==> src/rtl/ucfd_pkg.sv <==
// ----------------------------------------------------------------------------
// ucfd_pkg
// Shared types and constants for the serial-to-CAN frame deframer.
// ----------------------------------------------------------------------------
package ucfd_pkg;

	// Framing bytes of the serial protocol.
	localparam logic [7:0] HDR_BYTE = 8'h40;
	localparam logic [7:0] TRL_BYTE = 8'h1A;
	localparam logic [7:0] TYPE_STD = 8'h00;
	localparam logic [7:0] TYPE_EXT = 8'h08;

	// Length overhead of each frame type, and payload limit.
	localparam logic [7:0] STD_OVERHEAD = 8'd3;
	localparam logic [7:0] EXT_OVERHEAD = 8'd5;
	localparam logic [7:0] MAX_DATA     = 8'd8;

	// Identifier masks.
	localparam logic [28:0] STD_ID_MASK = 29'h0000_07FF;
	localparam logic [28:0] EXT_ID_MASK = 29'h1FFF_FFFF;

	// Result status codes.
	localparam logic [1:0] ST_OK      = 2'd0;
	localparam logic [1:0] ST_BAD_TRL = 2'd1;
	localparam logic [1:0] ST_BAD_TYP = 2'd2;
	localparam logic [1:0] ST_BAD_LEN = 2'd3;

	// Kinds of work that the front part hands to the back part.
	localparam logic [1:0] KIND_START = 2'd0;
	localparam logic [1:0] KIND_ID    = 2'd1;
	localparam logic [1:0] KIND_DATA  = 2'd2;
	localparam logic [1:0] KIND_LAST  = 2'd3;

	// One queue entry: a classified byte plus the verdict for the last byte.
	typedef struct packed {
		logic [1:0] kind;
		logic [7:0] data;
		logic [2:0] idx;
		logic [1:0] status;
		logic       ext;
		logic [3:0] dlen;
	} ucfd_entry_t;

endpackage

==> src/rtl/ucfd_front.sv <==
// ----------------------------------------------------------------------------
// ucfd_front
// Accepts received bytes, tracks the frame position and classifies each byte.
// ----------------------------------------------------------------------------
module ucfd_front
	import ucfd_pkg::*;
(
	input  logic        clk,
	input  logic        arst_n,
	input  logic        accept,
	input  logic [7:0]  rx_byte,
	output logic        push,
	output ucfd_entry_t push_entry
);

	logic       in_frame_q;
	logic [8:0] pos_q;
	logic [7:0] len_q;
	logic [7:0] type_q;

	logic [8:0] last_pos;
	logic [8:0] k;
	logic [8:0] idlen;
	logic [8:0] dk;
	logic [7:0] ty;
	logic       ty_ext;
	logic [7:0] ovh;
	logic [7:0] dlen_full;

	// Position arithmetic for the current byte.
	always_comb begin
		last_pos  = {1'b0, len_q} + 9'd2;
		k         = pos_q - 9'd3;
		idlen     = (type_q == TYPE_EXT) ? 9'd4 : 9'd2;
		dk        = k - idlen;
		ty        = (pos_q == 9'd2) ? rx_byte : type_q;
		ty_ext    = (ty == TYPE_EXT);
		ovh       = ty_ext ? EXT_OVERHEAD : STD_OVERHEAD;
		dlen_full = len_q - ovh;
	end

	// Classify the accepted byte into a queue entry.
	always_comb begin
		push              = 1'b0;
		push_entry.kind   = KIND_START;
		push_entry.data   = rx_byte;
		push_entry.idx    = dk[2:0];
		push_entry.status = ST_OK;
		push_entry.ext    = ty_ext;
		push_entry.dlen   = dlen_full[3:0];
		if (accept) begin
			if (!in_frame_q) begin
				push = (rx_byte == HDR_BYTE);
			end else if (pos_q <= 9'd1) begin
				push = 1'b0;
			end else if (pos_q >= last_pos) begin
				push            = 1'b1;
				push_entry.kind = KIND_LAST;
				if (rx_byte != TRL_BYTE) begin
					push_entry.status = ST_BAD_TRL;
				end else if (ty != TYPE_STD && ty != TYPE_EXT) begin
					push_entry.status = ST_BAD_TYP;
				end else if (len_q < ovh || dlen_full > MAX_DATA) begin
					push_entry.status = ST_BAD_LEN;
				end
			end else if (pos_q == 9'd2) begin
				push = 1'b0;
			end else if (k < idlen) begin
				push            = 1'b1;
				push_entry.kind = KIND_ID;
			end else begin
				push            = (dk < {1'b0, MAX_DATA});
				push_entry.kind = KIND_DATA;
			end
		end
	end

	// Frame position state.
	always_ff @(posedge clk or negedge arst_n) begin
		if (!arst_n) begin
			in_frame_q <= 1'b0;
			pos_q      <= '0;
			len_q      <= '0;
			type_q     <= '0;
		end else if (accept) begin
			if (!in_frame_q) begin
				if (rx_byte == HDR_BYTE) begin
					in_frame_q <= 1'b1;
					pos_q      <= 9'd1;
					len_q      <= '0;
					type_q     <= '0;
				end
			end else if (pos_q <= 9'd1) begin
				len_q <= rx_byte;
				pos_q <= 9'd2;
			end else if (pos_q >= last_pos) begin
				in_frame_q <= 1'b0;
				pos_q      <= '0;
			end else begin
				if (pos_q == 9'd2) begin
					type_q <= rx_byte;
				end
				pos_q <= pos_q + 9'd1;
			end
		end
	end

endmodule

==> src/rtl/ucfd_queue.sv <==
// ----------------------------------------------------------------------------
// ucfd_queue
// Short register queue between the front and back parts.
// ----------------------------------------------------------------------------
module ucfd_queue
	import ucfd_pkg::*;
#(
	parameter int DEPTH = 4
) (
	input  logic        clk,
	input  logic        arst_n,
	input  logic        push,
	input  ucfd_entry_t push_entry,
	input  logic        pop,
	output ucfd_entry_t head,
	output logic        not_empty,
	output logic        full
);

	localparam int PW = (DEPTH > 1) ? $clog2(DEPTH) : 1;
	localparam int CW = $clog2(DEPTH + 1);

	ucfd_entry_t    mem_q [DEPTH];
	logic [PW-1:0]  wr_ptr_q;
	logic [PW-1:0]  rd_ptr_q;
	logic [CW-1:0]  count_q;

	assign head      = mem_q[rd_ptr_q];
	assign not_empty = (count_q != '0);
	assign full      = (count_q == CW'(DEPTH));

	// Entry storage.
	always_ff @(posedge clk) begin
		if (push) begin
			mem_q[wr_ptr_q] <= push_entry;
		end
	end

	// Pointers and fill count.
	always_ff @(posedge clk or negedge arst_n) begin
		if (!arst_n) begin
			wr_ptr_q <= '0;
			rd_ptr_q <= '0;
			count_q  <= '0;
		end else begin
			if (push) begin
				wr_ptr_q <= (wr_ptr_q == PW'(DEPTH - 1)) ? '0 : wr_ptr_q + PW'(1);
			end
			if (pop) begin
				rd_ptr_q <= (rd_ptr_q == PW'(DEPTH - 1)) ? '0 : rd_ptr_q + PW'(1);
			end
			if (push && !pop) begin
				count_q <= count_q + CW'(1);
			end else if (pop && !push) begin
				count_q <= count_q - CW'(1);
			end
		end
	end

endmodule

==> src/rtl/ucfd_back.sv <==
// ----------------------------------------------------------------------------
// ucfd_back
// Assembles identifier and payload and loads finished results for output.
// ----------------------------------------------------------------------------
module ucfd_back
	import ucfd_pkg::*;
(
	input  logic        clk,
	input  logic        arst_n,
	input  ucfd_entry_t head,
	input  logic        not_empty,
	output logic        pop,
	output logic        valid,
	input  logic        stall,
	output logic [1:0]  status,
	output logic        is_extended,
	output logic [28:0] frame_id,
	output logic [3:0]  dlc,
	output logic [63:0] payload
);

	logic [31:0] id_q;
	logic [63:0] pl_q;
	logic        valid_q;
	logic [1:0]  status_q;
	logic        ext_q;
	logic [28:0] id_out_q;
	logic [3:0]  dlen_q;
	logic [63:0] pl_out_q;
	logic        load_ok;
	logic        load;

	// The output register takes a new result when empty or being drained.
	assign load_ok = !valid_q || !stall;
	assign pop     = not_empty && (head.kind != KIND_LAST || load_ok);
	assign load    = pop && head.kind == KIND_LAST;

	// Identifier and payload accumulation.
	always_ff @(posedge clk) begin
		if (pop) begin
			case (head.kind)
				KIND_START: begin
					id_q <= '0;
					pl_q <= '0;
				end
				KIND_ID: begin
					id_q <= {id_q[23:0], head.data};
				end
				KIND_DATA: begin
					pl_q[{head.idx, 3'b000} +: 8] <= head.data;
				end
				default: begin
				end
			endcase
		end
	end

	// Result payload register.
	always_ff @(posedge clk) begin
		if (load) begin
			status_q <= head.status;
			if (head.status == ST_OK) begin
				ext_q    <= head.ext;
				id_out_q <= id_q[28:0] & (head.ext ? EXT_ID_MASK : STD_ID_MASK);
				dlen_q   <= head.dlen;
				pl_out_q <= pl_q;
			end else begin
				ext_q    <= 1'b0;
				id_out_q <= '0;
				dlen_q   <= '0;
				pl_out_q <= '0;
			end
		end
	end

	// Result valid flag.
	always_ff @(posedge clk or negedge arst_n) begin
		if (!arst_n) begin
			valid_q <= 1'b0;
		end else if (load_ok) begin
			valid_q <= load;
		end
	end

	assign valid       = valid_q;
	assign status      = status_q;
	assign is_extended = ext_q;
	assign frame_id    = id_out_q;
	assign dlc         = dlen_q;
	assign payload     = pl_out_q;

endmodule

==> src/rtl/uart_can_frame_deframer_unit.sv <==
// ----------------------------------------------------------------------------
// uart_can_frame_deframer_unit
// Rebuilds CAN frames from the byte stream of a serial-to-CAN converter.
// ----------------------------------------------------------------------------
// Input channel: one received byte per item on rx_byte, moved when in_valid
// is high and in_stall is low. Bytes are dropped until the header 0x40; the
// frame then runs length byte, type, identifier, data and the 0x1A trailer.
// Output channel: one item per frame, on out_valid and out_stall, carrying
// status, is_extended, frame_id, dlc and payload. Error items have all
// fields but status at zero.
// Throughput: one byte per cycle while the queue has room, else in_stall holds
// the input. The front part classifies each byte in the cycle it is accepted;
// a queue of QUEUE_DEPTH entries feeds the back part, which retires one entry
// per cycle, but holds a trailer entry while out_stall keeps the output
// register full; a trailer entry passes through the queue into that register.
// Stalls: while out_stall holds, the result waits in the output register, the
// back part keeps assembling the next frame, and in_stall rises only once the
// queue fills. Reset clears the position state, the queue and out_valid; the
// block starts out hunting for a header.
// ----------------------------------------------------------------------------
module uart_can_frame_deframer_unit
	import ucfd_pkg::*;
#(
	parameter int QUEUE_DEPTH = 4
) (
	input  logic        clk,
	input  logic        arst_n,
	input  logic        in_valid,
	output logic        in_stall,
	input  logic [7:0]  rx_byte,
	output logic        out_valid,
	input  logic        out_stall,
	output logic [1:0]  status,
	output logic        is_extended,
	output logic [28:0] frame_id,
	output logic [3:0]  dlc,
	output logic [63:0] payload
);

	logic        accept;
	logic        push;
	ucfd_entry_t push_entry;
	logic        pop;
	ucfd_entry_t head;
	logic        not_empty;
	logic        full;

	// Input is taken whenever the queue has room.
	assign in_stall = full;
	assign accept   = in_valid && !full;

	ucfd_front u_front (
		.clk        (clk),
		.arst_n     (arst_n),
		.accept     (accept),
		.rx_byte    (rx_byte),
		.push       (push),
		.push_entry (push_entry)
	);

	ucfd_queue #(
		.DEPTH (QUEUE_DEPTH)
	) u_queue (
		.clk        (clk),
		.arst_n     (arst_n),
		.push       (push),
		.push_entry (push_entry),
		.pop        (pop),
		.head       (head),
		.not_empty  (not_empty),
		.full       (full)
	);

	ucfd_back u_back (
		.clk         (clk),
		.arst_n      (arst_n),
		.head        (head),
		.not_empty   (not_empty),
		.pop         (pop),
		.valid       (out_valid),
		.stall       (out_stall),
		.status      (status),
		.is_extended (is_extended),
		.frame_id    (frame_id),
		.dlc         (dlc),
		.payload     (payload)
	);

endmodule

==> config.mk <==
export PLATFORM = sky130hd
export DESIGN_NAME = uart_can_frame_deframer_unit
export DESIGN_NICKNAME = d
export VERILOG_FILES = /design/src/rtl/ucfd_pkg.sv /design/src/rtl/ucfd_front.sv /design/src/rtl/ucfd_queue.sv /design/src/rtl/ucfd_back.sv /design/src/rtl/uart_can_frame_deframer_unit.sv
export SDC_FILE = /design/constraint.sdc
export NUM_CORES = 1
export LEC_CHECK = 0
export ABC_AREA = 1
export BUFFER_PORTS_ARGS = -buffer_cell sky130_fd_sc_hd__buf_4
export CORE_ASPECT_RATIO = 0.6
export CORE_MARGIN = 3
export CORE_UTILIZATION = 30
export CTS_BUF_LIST = sky130_fd_sc_hd__clkbuf_8
export DETAILED_ROUTE_END_ITERATION = 10
export GPL_TIMING_DRIVEN = 0
export HOLD_SLACK_MARGIN = 0.15
export MAX_ROUTING_LAYER = met4
export PLACE_DENSITY = 0.47
export RECOVER_POWER = 100
export SYNTH_ARGS = -nofsm -noshare
export SYNTH_HDL_FRONTEND = slang
export SYNTH_SLANG_ARGS = --single-unit
==> constraint.sdc <==
create_clock -name clk -period 11.6 [get_ports clk]
set_input_delay 0.58 -clock clk [delete_from_list [all_inputs] [get_ports clk]]
set_output_delay 0.58 -clock clk [all_outputs]
set_load 0.02 [all_outputs]
* Word-level counts from Yosys, hierarchy flattened *
Memory sizes are Yosys's and may differ from the RTL's.
Cells that the tools add are included.

cells by class
  add/sub/neg operators = 10
  multipliers = 0
  divide/modulo/power cells = 0
  $lt $le $gt $ge = 6
  equality and inequality tests = 16
  shifts and indexed selects = 2
  muxes and demuxes = 46
  bitwise gates (word level) = 1
  reduce and logical (&&, ||, !) cells = 27

operator list
  operator                number
  $pmux 64 s2             1
  $bwmux 64               1
  $shift 8x8->64 const A  1
  $shiftx 8x8->64         1
  $pmux 29 s2             1
  $mux 8                  7
  $mux 9                  4
  $mux 2                  15
  $and 29x29->29          1
  $mux 29                 1
  $eq 8x4->1 const B      2
  $mux 1                  12
  $mux 3                  4
  $add 8x2->9 const B     1
  $add 9x1->9 const B     1
  $eq 9x2->1 const B      1
  $ge 9x9->1              1
  $le 9x1->1 const B      1
  $lt 9x4->1 const B      1
  $lt 9x9->1              1
  $sub 9x2->9 const B     1
  $sub 9x9->9             1
  $eq 2x2->1 const B      4
  $eq 8x7->1 const B      1
  other kinds (22)        43

word-level totals
  register bits after elaboration = 227
  latch bits = 0
  memory bits (writable) = 80
  ROM bits = 0
  bits of input ports = 12
  output and inout bits = 102
  logic and storage cells = 124
  memories = 1

memory list
  name           depth  width  read ports  clocked after Yosys merged registers in  write ports  RTL line          RTL
  u_queue.mem_q  4      20     1           0                                        1            ucfd_queue.sv:23  ucfd_entry_t mem_q [DEPTH];

* Longest topological paths before layout *
Gate-level depths: netlist of the first run.

  word-level depth = 14
  depth in mapped cells = 23
  mapped depth without buffers = 22

* Modules after synthesis *
A second synthesis of the first run with hierarchy kept.

unflattened totals
  cells, all modules = 1365
  area total of the unflattened synthesis = 14106.0 sq um

modules (own cells, without submodules)
  module                        times used  cells each  area an instance (sq um)  sequential area each (sq um)
  ucfd_back                     1           719         7983.9                    5820.6
  ucfd_queue                    1           286         3644.7                    2577.5
  ucfd_front                    1           358         2467.4                    650.6
  uart_can_frame_deframer_unit  1           2           10.0                      0.0

* Worst setup path before layout of the first run *
OpenSTA, ideal clock, no wires.

  path kind = register to register
  start = register u_queue.rd_ptr_q[0]
  end = register u_back.pl_q[0], enable pin
  library setup time = 0.487 ns
  data arrival time = 3.694 ns
  data required time = 11.113 ns
  slack = 7.419 ns
  cell stages (with the launch flop) = 8
  buffers on the path = 2
  clock period less this slack = 4.181 ns
  path through = dfrtp_1 > buf_4 > buf_4 > a21oi_1 > o21ai_1 > nand2_1 > inv_2 > nor2_1

between the ends
  cells in the longest elaborated chain, start to end = 5
  elaborated cells on any way between the ends = 8
  those cells by class = 2 x eq/ne; 5 x reduce/logical; 1 x memory

RTL lines
  element                                RTL line          RTL
  from (decl)                            ucfd_queue.sv:25  logic [PW-1:0] rd_ptr_q;
  from (signal assigned)                 ucfd_queue.sv:50  rd_ptr_q <= (rd_ptr_q == PW'(DEPTH - 1)) ? '0 : rd_ptr_q + PW'(1);
  $mem_v2 4x20 (*)                       n/a
  $ne 2x2->1                             ucfd_back.sv:35   assign pop = not_empty && (head.kind != KIND_LAST || load_ok);
  $logic_or 1x1->1                       ucfd_back.sv:35
  $logic_and 1x1->1                      ucfd_back.sv:35
  $reduce_and 2->1 (no source line) (*)  n/a
  to (signal, indexed assignment)        ucfd_back.sv:50   pl_q[{head.idx, 3'b000} +: 8] <= head.data;
  to (decl)                              ucfd_back.sv:23   logic [63:0] pl_q;

Every way passes the cells marked *; elsewhere a longest branch is shown, timed or not.
A chain may end at the register's enable or synchronous reset.

* Worst setup path in the final report of the first run *
  start = register u_queue.rd_ptr_q[0]
  end = register u_back.pl_out_q[48] (netlist: u_back.payload[48]), enable pin

between the ends
  cells in the longest elaborated chain, start to end = 5
  elaborated cells on any way between the ends = 6
  those cells by class = 2 x eq/ne; 3 x reduce/logical; 1 x memory

RTL lines
  element                RTL line         RTL
  $mem_v2 4x20 (*)       n/a
  $ne 2x2->1             ucfd_back.sv:35
  $logic_or 1x1->1       ucfd_back.sv:35
  $logic_and 1x1->1      ucfd_back.sv:35
  $logic_and 1x1->1 (*)  ucfd_back.sv:36  assign load = pop && head.kind == KIND_LAST;
  net u_back.load        ucfd_back.sv:31  logic load;
  to (signal assigned)   ucfd_back.sv:66  pl_out_q <= pl_q;
  to (decl)              ucfd_back.sv:29  logic [63:0] pl_out_q;

Mark *: on every way through the listed nets, which the timed path passes. The rest lies on a longest branch.

==> impl_results.md, run 1 <==
- Synthesis Warnings: 0
- Number of placed instances, taps included: 1,941
- Hold crit path type: input port to register
- Most used flip-flop cell after synthesis: edfxtp_1
- Antenna viol nets, final: 0
- Global-route wire length before repair: 54,200 µm
- Total routing resource utilization after global routing: 15.3%
- Buffers added on ports: 113
- Failing checks: capacitance limit, slew limit
- Final Cycle Share: 54.0%
- Critical Path Start Type: register
- Upper clock frequency limit: 0.160 GHz
- Pin count of the biggest net entering global routing: 54
- Initial antenna violation count: 0
- Period minus WS final: 6270 ps
- Die outline width: 281 µm
- Number of cells in the finished layout apart from fillers: 2,020
- Number of buffers inserted by post-CTS setup repair: 0
- Placeable Area: 44,100 µm²
- Number of buffers inserted during clock tree synthesis: 46
- Drt initial violations: 719
- Setup repair after global routing missed its margin: no
- Initial Util: 30.9%
- Slowest library cell on the worst path: clkinvlp_2
- Largest clock skew in the final design: 37.1 ps
- Netlist area before placement: 13,600 µm²
- Slew of the pin with the lowest slew margin: 2800 ps
- Final-report max-slew violation count: 171
- CP Data Required Time: 11,520 ps
- Critical Path End Type: register
- Largest stage delay on the critical path: 1780 ps
- Asr flop ratio synth: 11.1%
- Clock transition at the register clock pins on the worst setup and hold paths after CTS: 70 ps
- Wirelength, routed: 35,700 µm
- Crit path max fanout: 53
- Buffer and inverter count on the worst path: 6
- Total congestion overflow: 0
- Share of synthesized area occupied by flip-flops and latches: 66.5%
- Number of clock sinks: 307
- IO Pins: 114
- Total nets after synthesis: 1,282
- Max Root-Sink Buffers: 3
- Sequential cell area: 9050 µm²
- Post-DP HPWL: 25,700 µm
- Area occupied by multi-input gates: 3570 µm²
- Sum Neg Setup Slack: 0 ps
- Clock insertion delay at the later pin of the skew report: 590 ps
- Die Y-Extent: 171 µm
- Root Buffer: clkbuf_8
- Kind of critical path: register to register
- DIE AREA: 48,000 µm²
- Number of nets at the end of the flow: 1,452
- Worst path arrival time: 6190 ps
- Kind of cell adding the most delay to the critical path: buffers and inverters
- Worst slew slack as a fraction of its limit: -86.4%
- Number of optimization iterations in the first detailed-route pass: 5
- Average routed wire per standard cell: 17.7 µm
- Clock tree from TritonCTS: done
- H-tree level count: 2
- # DRC: 0
- Number of global-route vias before repair: 9,020
- Avg Inst Size Synth: 11.0 µm²
- Layout cell share with drive strength beyond 1: 6.80%
- Number of unique standard cell types used by synthesis: 46
- Number of maximum-capacitance violations: 4
- Setup violators final: 0
- Cell-by-cell listing of the critical path: clkbuf_1 > clkinv_1 > clkbuf_1 > nand2_1 > nand3_1 > nand2_1 > nor2_1 > nand3_1 > nand2_1 > inv_1 > nand2_1 > clkinvlp_2 > clkbuf_1
- Antenna cells: 0
- Final core utilization: 35.1%
- Outcome: finished with violations
- Floorplan row count: 59
- Worst hold slack: 248 ps
- Overall via count from detail_route: 9,288
- Number of hold violations in the final report: 0
- Area growth syn-to-layout: 13.7%
- Post-DR vias/cell: 4.60
- Final GP Congestion: 0.891
- Number of instances in the synthesized netlist: 1,241
- Number of enable flip-flop cells after synthesis: 273
- Number of storage elements in the synthesis netlist: 307
- Dominant cell type by count on the critical path: nand2_1
- Fill cells: 4,502
-- cell type report --
cell class              count  area share (%)
clock buffers              51            4.54
clock inverters            27           0.874
plain buffers              41            1.12
repair buffers            122            3.05
multi-input cells         721            23.1
well taps                 579            4.68
flip-flops and latches    307            58.5
inverters                 172            4.18
-- tightest hold or removal path, cell delays in order --
cell and delay (ps):
buf_4 100, nand2_1 50, nand2_1 50
-- flip-flops by register name, summed over array words and instances, names as in the netlist --
name,cells
u_front.len_q,8
u_back.id_q,29
u_back.payload,64
u_back.pl_q,64
u_back.status,2
u_back.is_extended,1
u_back.frame_id,29
u_back.valid,1
u_queue.mem_q,80
u_queue.wr_ptr_q,2
u_front.in_frame_q,1
u_back.dlc,4
u_queue.rd_ptr_q,2
u_front.pos_q,9
u_front.type_q,8
u_queue.count_q,3
-- final timing paths --
path	from	endpoint	slack (ps)	depth (start not counted)
setup / recovery	u_queue.rd_ptr_q[0]$_DFFE_PN0P_	u_back.payload[48]$_SDFFCE_PP0P_	5330	13
hold / removal	out_stall	u_back.valid$_DFFE_PN0N_	250	3
setup reg to reg	u_queue.rd_ptr_q[0]$_DFFE_PN0P_	u_back.payload[48]$_SDFFCE_PP0P_	5330	13
hold reg to reg	u_back.valid$_DFFE_PN0N_	u_back.valid$_DFFE_PN0N_	520	2
max in group asynchronous	arst_n	u_front.in_frame_q$_DFFE_PN0P_	9300	2
min in group asynchronous	arst_n	u_queue.count_q[1]$_DFFE_PN0P_	1140	2
-- what timing repair did --
item / 4_1_cts / 5_1_grt
gates resized for setup: 0 / 0
endpoints found under the hold margin: 34 / 0
hold buffers: 1 / 0
-- layer usage --
metal | part of all wire [%] | up-vias | GRT usage, %
met4 | 1.4 | 0 | 3.04
met2 | 39 | 261 | 20.1
met5 | 0 | - | -
met1 | 53 | 4465 | 23.8
met3 | 6.6 | 49 | 3.33
li1 | - | 4513 | -
-- synthesized netlist by cell type (2+ instances only) --
cell type	n	share of area [%]
inv_1	145	4.0
nand3_1	32	1.2
o32ai_1	2	0.13
inv_2	27	0.74
buf_2	17	0.63
a32oi_2	7	0.84
nand4_1	5	0.23
ha_1	26	2.4
nor2_2	2	0.092
o21a_1	2	0.11
xnor2_1	2	0.13
dfrtp_1	34	6.3
o21ai_0	59	2.2
nor2_1	262	7.2
nand2_2	5	0.23
a21oi_1	66	2.4
a32o_1	2	0.15
a211oi_1	10	0.55
nor3_1	4	0.15
xor2_1	12	0.77
o21ai_1	35	1.3
nor2_4	5	0.41
clkbuf_1	14	0.39
nand2_1	148	4.1
buf_6	5	0.41
o22ai_1	2	0.092
nand3_2	2	0.15
buf_4	5	0.28
nor4_1	3	0.14
edfxtp_1	273	60
o21ai_2	9	0.58
fa_1	3	0.44
nand4_2	3	0.28
-- through the flow --
step / setup WS [ps] / instance area [µm²]
after detailed placement: 7110 / 15400
after CTS: 7120 / 16200
after global routing: 4660 / 15500
final: 5330 / 15500
after global placement: 5730 / 15200
after floorplan: 7420 / 13600
-- cells by family after synthesis --
family                   synth area share [%]
flip-flops                               66.5
multiplexers                           0.0828
buffers and inverters                    6.45
AND/OR/NAND/NOR                          14.3
XOR/XNOR                                0.901
adder cells (fa/ha/maj)                  2.83
AO/OA/AOI/OAI                            8.93
-- cell usage in the layout (no fill, tap or decap), types with 2 or more instances in the layout --
master and instances:
edfxtp_1 273, nor2_1 264, inv_1 168, nand2_1 150
clkbuf_1 149, o21ai_0 89, a21oi_1 66, clkbuf_8 51
dfrtp_1 34, nand3_1 33, ha_1 26, inv_2 13
clkinv_1 12, xor2_1 12, o21ai_1 11, a211oi_1 10
buf_2 9, a32oi_1 8, nand4_1 7, buf_4 4
nor3_1 4, nor2_4 4, nor4_1 3, nand2_2 3
o21a_1 3, o21ai_2 3, fa_1 3, clkinv_2 3
xnor2_1 2, o22ai_1 2, a32o_1 2, o32ai_1 2
Power of run 1 is not shown: default switching activity piles up to over one toggle a cycle in this logic, so the estimate is an artifact.
==> run 2: changes to the inputs <==
==> constraint.sdc (replaced) <==
create_clock -name clk -period 6.15 [get_ports clk]
set_input_delay 0.3075 -clock clk [delete_from_list [all_inputs] [get_ports clk]]
set_output_delay 0.3075 -clock clk [all_outputs]
set_load 0.02 [all_outputs]
==> impl_results.md, run 2 (synthesis gave the netlist of run 1 again) <==
- Outcome: finished with violations
- Failing checks: capacitance limit, slew limit
- Number of flip-flops under the largest register name: 80 (unchanged)
- Setup violators final: 0 (unchanged)
- H-tree level count: 2 (unchanged)
- Worst slew slack as a fraction of its limit: -36.2% (+50 points)
- Largest clock skew in the final design: 38.1 ps (+1.03 ps)
- Wirelength, routed: 35,700 µm (about the same)
- Die Y-Extent: 171 µm (unchanged)
- Number of hold violations in the final report: 0 (unchanged)
- Average routed wire per standard cell: 17.6 µm (-0.36%)
- Number of nets at the end of the flow: 1,461 (+0.62%)
- Sum Neg Setup Slack: 0 ps (unchanged)
- Antenna viol nets, final: 0 (unchanged)
- Layout cell share with drive strength beyond 1: 6.83% (+0.027 points)
- # DRC: 0 (unchanged)
- Buffers added on ports: 113 (unchanged)
- Commonest non-fill, non-tap cells in the layout: edfxtp_1, nor2_1, inv_1, nand2_1, clkbuf_1
- Setup slack at placement: 1660 ps (-5450 ps)
- Die outline width: 281 µm (unchanged)
- Post-DP HPWL: 25,700 µm (unchanged)
- Overall via count from detail_route: 9,313 (+0.27%)
- Number of buffers inserted by post-CTS setup repair: 0 (unchanged)
- Pin count of the biggest net entering global routing: 54 (unchanged)
- Root Buffer: clkbuf_8
- Drt initial violations: 747 (+3.9%)
- Kind of cell adding the most delay to the critical path: simple AND/OR/NAND/NOR gates
- DIE AREA: 48,000 µm² (unchanged)
- Max Root-Sink Buffers: 3 (unchanged)
- Biggest register: u_queue.mem_q
- Number of optimization iterations in the first detailed-route pass: 5 (unchanged)
- Final Cycle Share: 79.1% (+25 points)
- Initial Util: 30.9% (unchanged)
- Period minus WS final: 4860 ps (-1410 ps)
- Slew of the pin with the lowest slew margin: 2040 ps (-753 ps)
- Post-DR vias/cell: 4.59 (-0.18%)
- Crit path max fanout: 10 (-81%)
- Number of maximum-capacitance violations: 2 (-2)
- Worst path arrival time: 5210 ps (-980 ps)
- Most common library cell in the layout ignoring fill and taps: edfxtp_1
- Worst-case setup margin in the final layout: 1290 ps (-4040 ps)
- Critical Path Start Type: register
- Cell-by-cell listing of the critical path: inv_1 > ha_1 > nand2_1 > nor2_1 > nand2_1 > clkbuf_1 > nand2_1 > o21ai_0 > nand2_1 > nor2_1 > nand2_1 > nor2_1 > inv_1 > ha_1 > a21oi_1 > nand3_1 > nand2_1 > o21a_1 > o21ai_0 > a21oi_1
- Upper clock frequency limit: 0.206 GHz (+29%)
- CP Data Required Time: 6500 ps (-5020 ps)
- Placeable Area: 44,100 µm² (unchanged)
- Number of buffers inserted during clock tree synthesis: 46 (unchanged)
- Clock insertion delay at the later pin of the skew report: 590 ps (about the same)
- Slowest library cell on the worst path: nor2_1
- Largest stage delay on the critical path: 730 ps (-1050 ps)
- Hold crit path type: input port to register
- IO Pins: 114 (unchanged)
- Dominant cell type by count on the critical path: nand2_1
- Total congestion overflow: 0 (unchanged)
- Floorplan row count: 59 (unchanged)
- Kind of critical path: register to register
- Final GP Congestion: 0.891 (unchanged)
- Antenna cells: 0 (unchanged)
- Clock transition at the register clock pins on the worst setup and hold paths after CTS: 70 ps (about the same)
- Clock tree from TritonCTS: done
- Number of clock sinks: 307 (unchanged)
- Critical Path End Type: register
- Setup repair after global routing missed its margin: no
- Area growth syn-to-layout: 14.4%
- Buffer and inverter count on the worst path: 3 (-3)
- Global-route wire length before repair: 54,400 µm (+0.37%)
- Total routing resource utilization after global routing: 15.4% (+0.043 points)
- Final-report max-slew violation count: 68 (-60%)
- Initial antenna violation count: 0 (unchanged)
- Number of global-route vias before repair: 9,064 (+0.49%)
## run 2: cell types whose count changed in the layout (fill, tap and decap cells not counted), sizes merged
cell	delta
dlygate4sd3	+9
clkinvlp	-1
inv	+1
## run 2: path summary, 6_finish.rpt
path	start	end	slack, ps	cells past startpoint
max	u_front.pos_q[0]$_DFFE_PN0P_	u_queue.mem_q[0][5]$_DFFE_PP_	1290	20
min	in_valid	u_front.in_frame_q$_DFFE_PN0P_	480	5
max reg2reg	u_front.pos_q[0]$_DFFE_PN0P_	u_queue.mem_q[0][5]$_DFFE_PP_	1290	20
min reg2reg	u_back.valid$_DFFE_PN0N_	u_back.valid$_DFFE_PN0N_	530	2
max in group asynchronous	arst_n	u_front.len_q[7]$_DFFE_PN0P_	4100	2
min in group asynchronous	arst_n	u_queue.count_q[1]$_DFFE_PN0P_	880	2
## run 2: cell type report
type,instances,area (µm²)
well taps,579,724
clock buffers,51,702
multi-input cells,721,3570
flip-flops and latches,307,9050
inverters,172,648
fillers,4498,28500
plain buffers,41,173
clock inverters,27,135
repair buffers,131,563
## run 2: metal layers
| layer | GRT usage [%] | wire (µm) |
|---|---|---|
| met5 | - | 0 |
| met4 | 3.04 | 515 |
| met3 | 3.33 | 2190 |
| met2 | 20.2 | 14000 |
| met1 | 23.9 | 19000 |
## run 2: metrics by stage
step / cells / util [%] / hold WS (ps) / area [µm²]
2_1_floorplan: 1241 / - / 11.9 / 13600
3_3_place_gp: 1933 / 34.4 / 300 / 15200
3_5_place_dp: 1941 / 34.9 / 307 / 15400
4_1_cts: 2029 / 37.0 / 243 / 16300
5_1_grt: 2029 / 35.3 / 461 / 15600
6_report: 2029 / 35.3 / 480 / 15600
## run 2: worst reg2reg max path: cells and delay by family (launching register included)
kind            cells  cell delay [ps]
flops               1              420
fa+ha+maj           2              640
simple gates       10             1910
buf+inv             3              780
compound gates      5              910
## run 2: timing repair
item	CTS	global route
endpoints found under the hold margin	75	0
hold buffers	10	0
gates resized for setup	0	0
Power of run 2 is left out for the same reason.
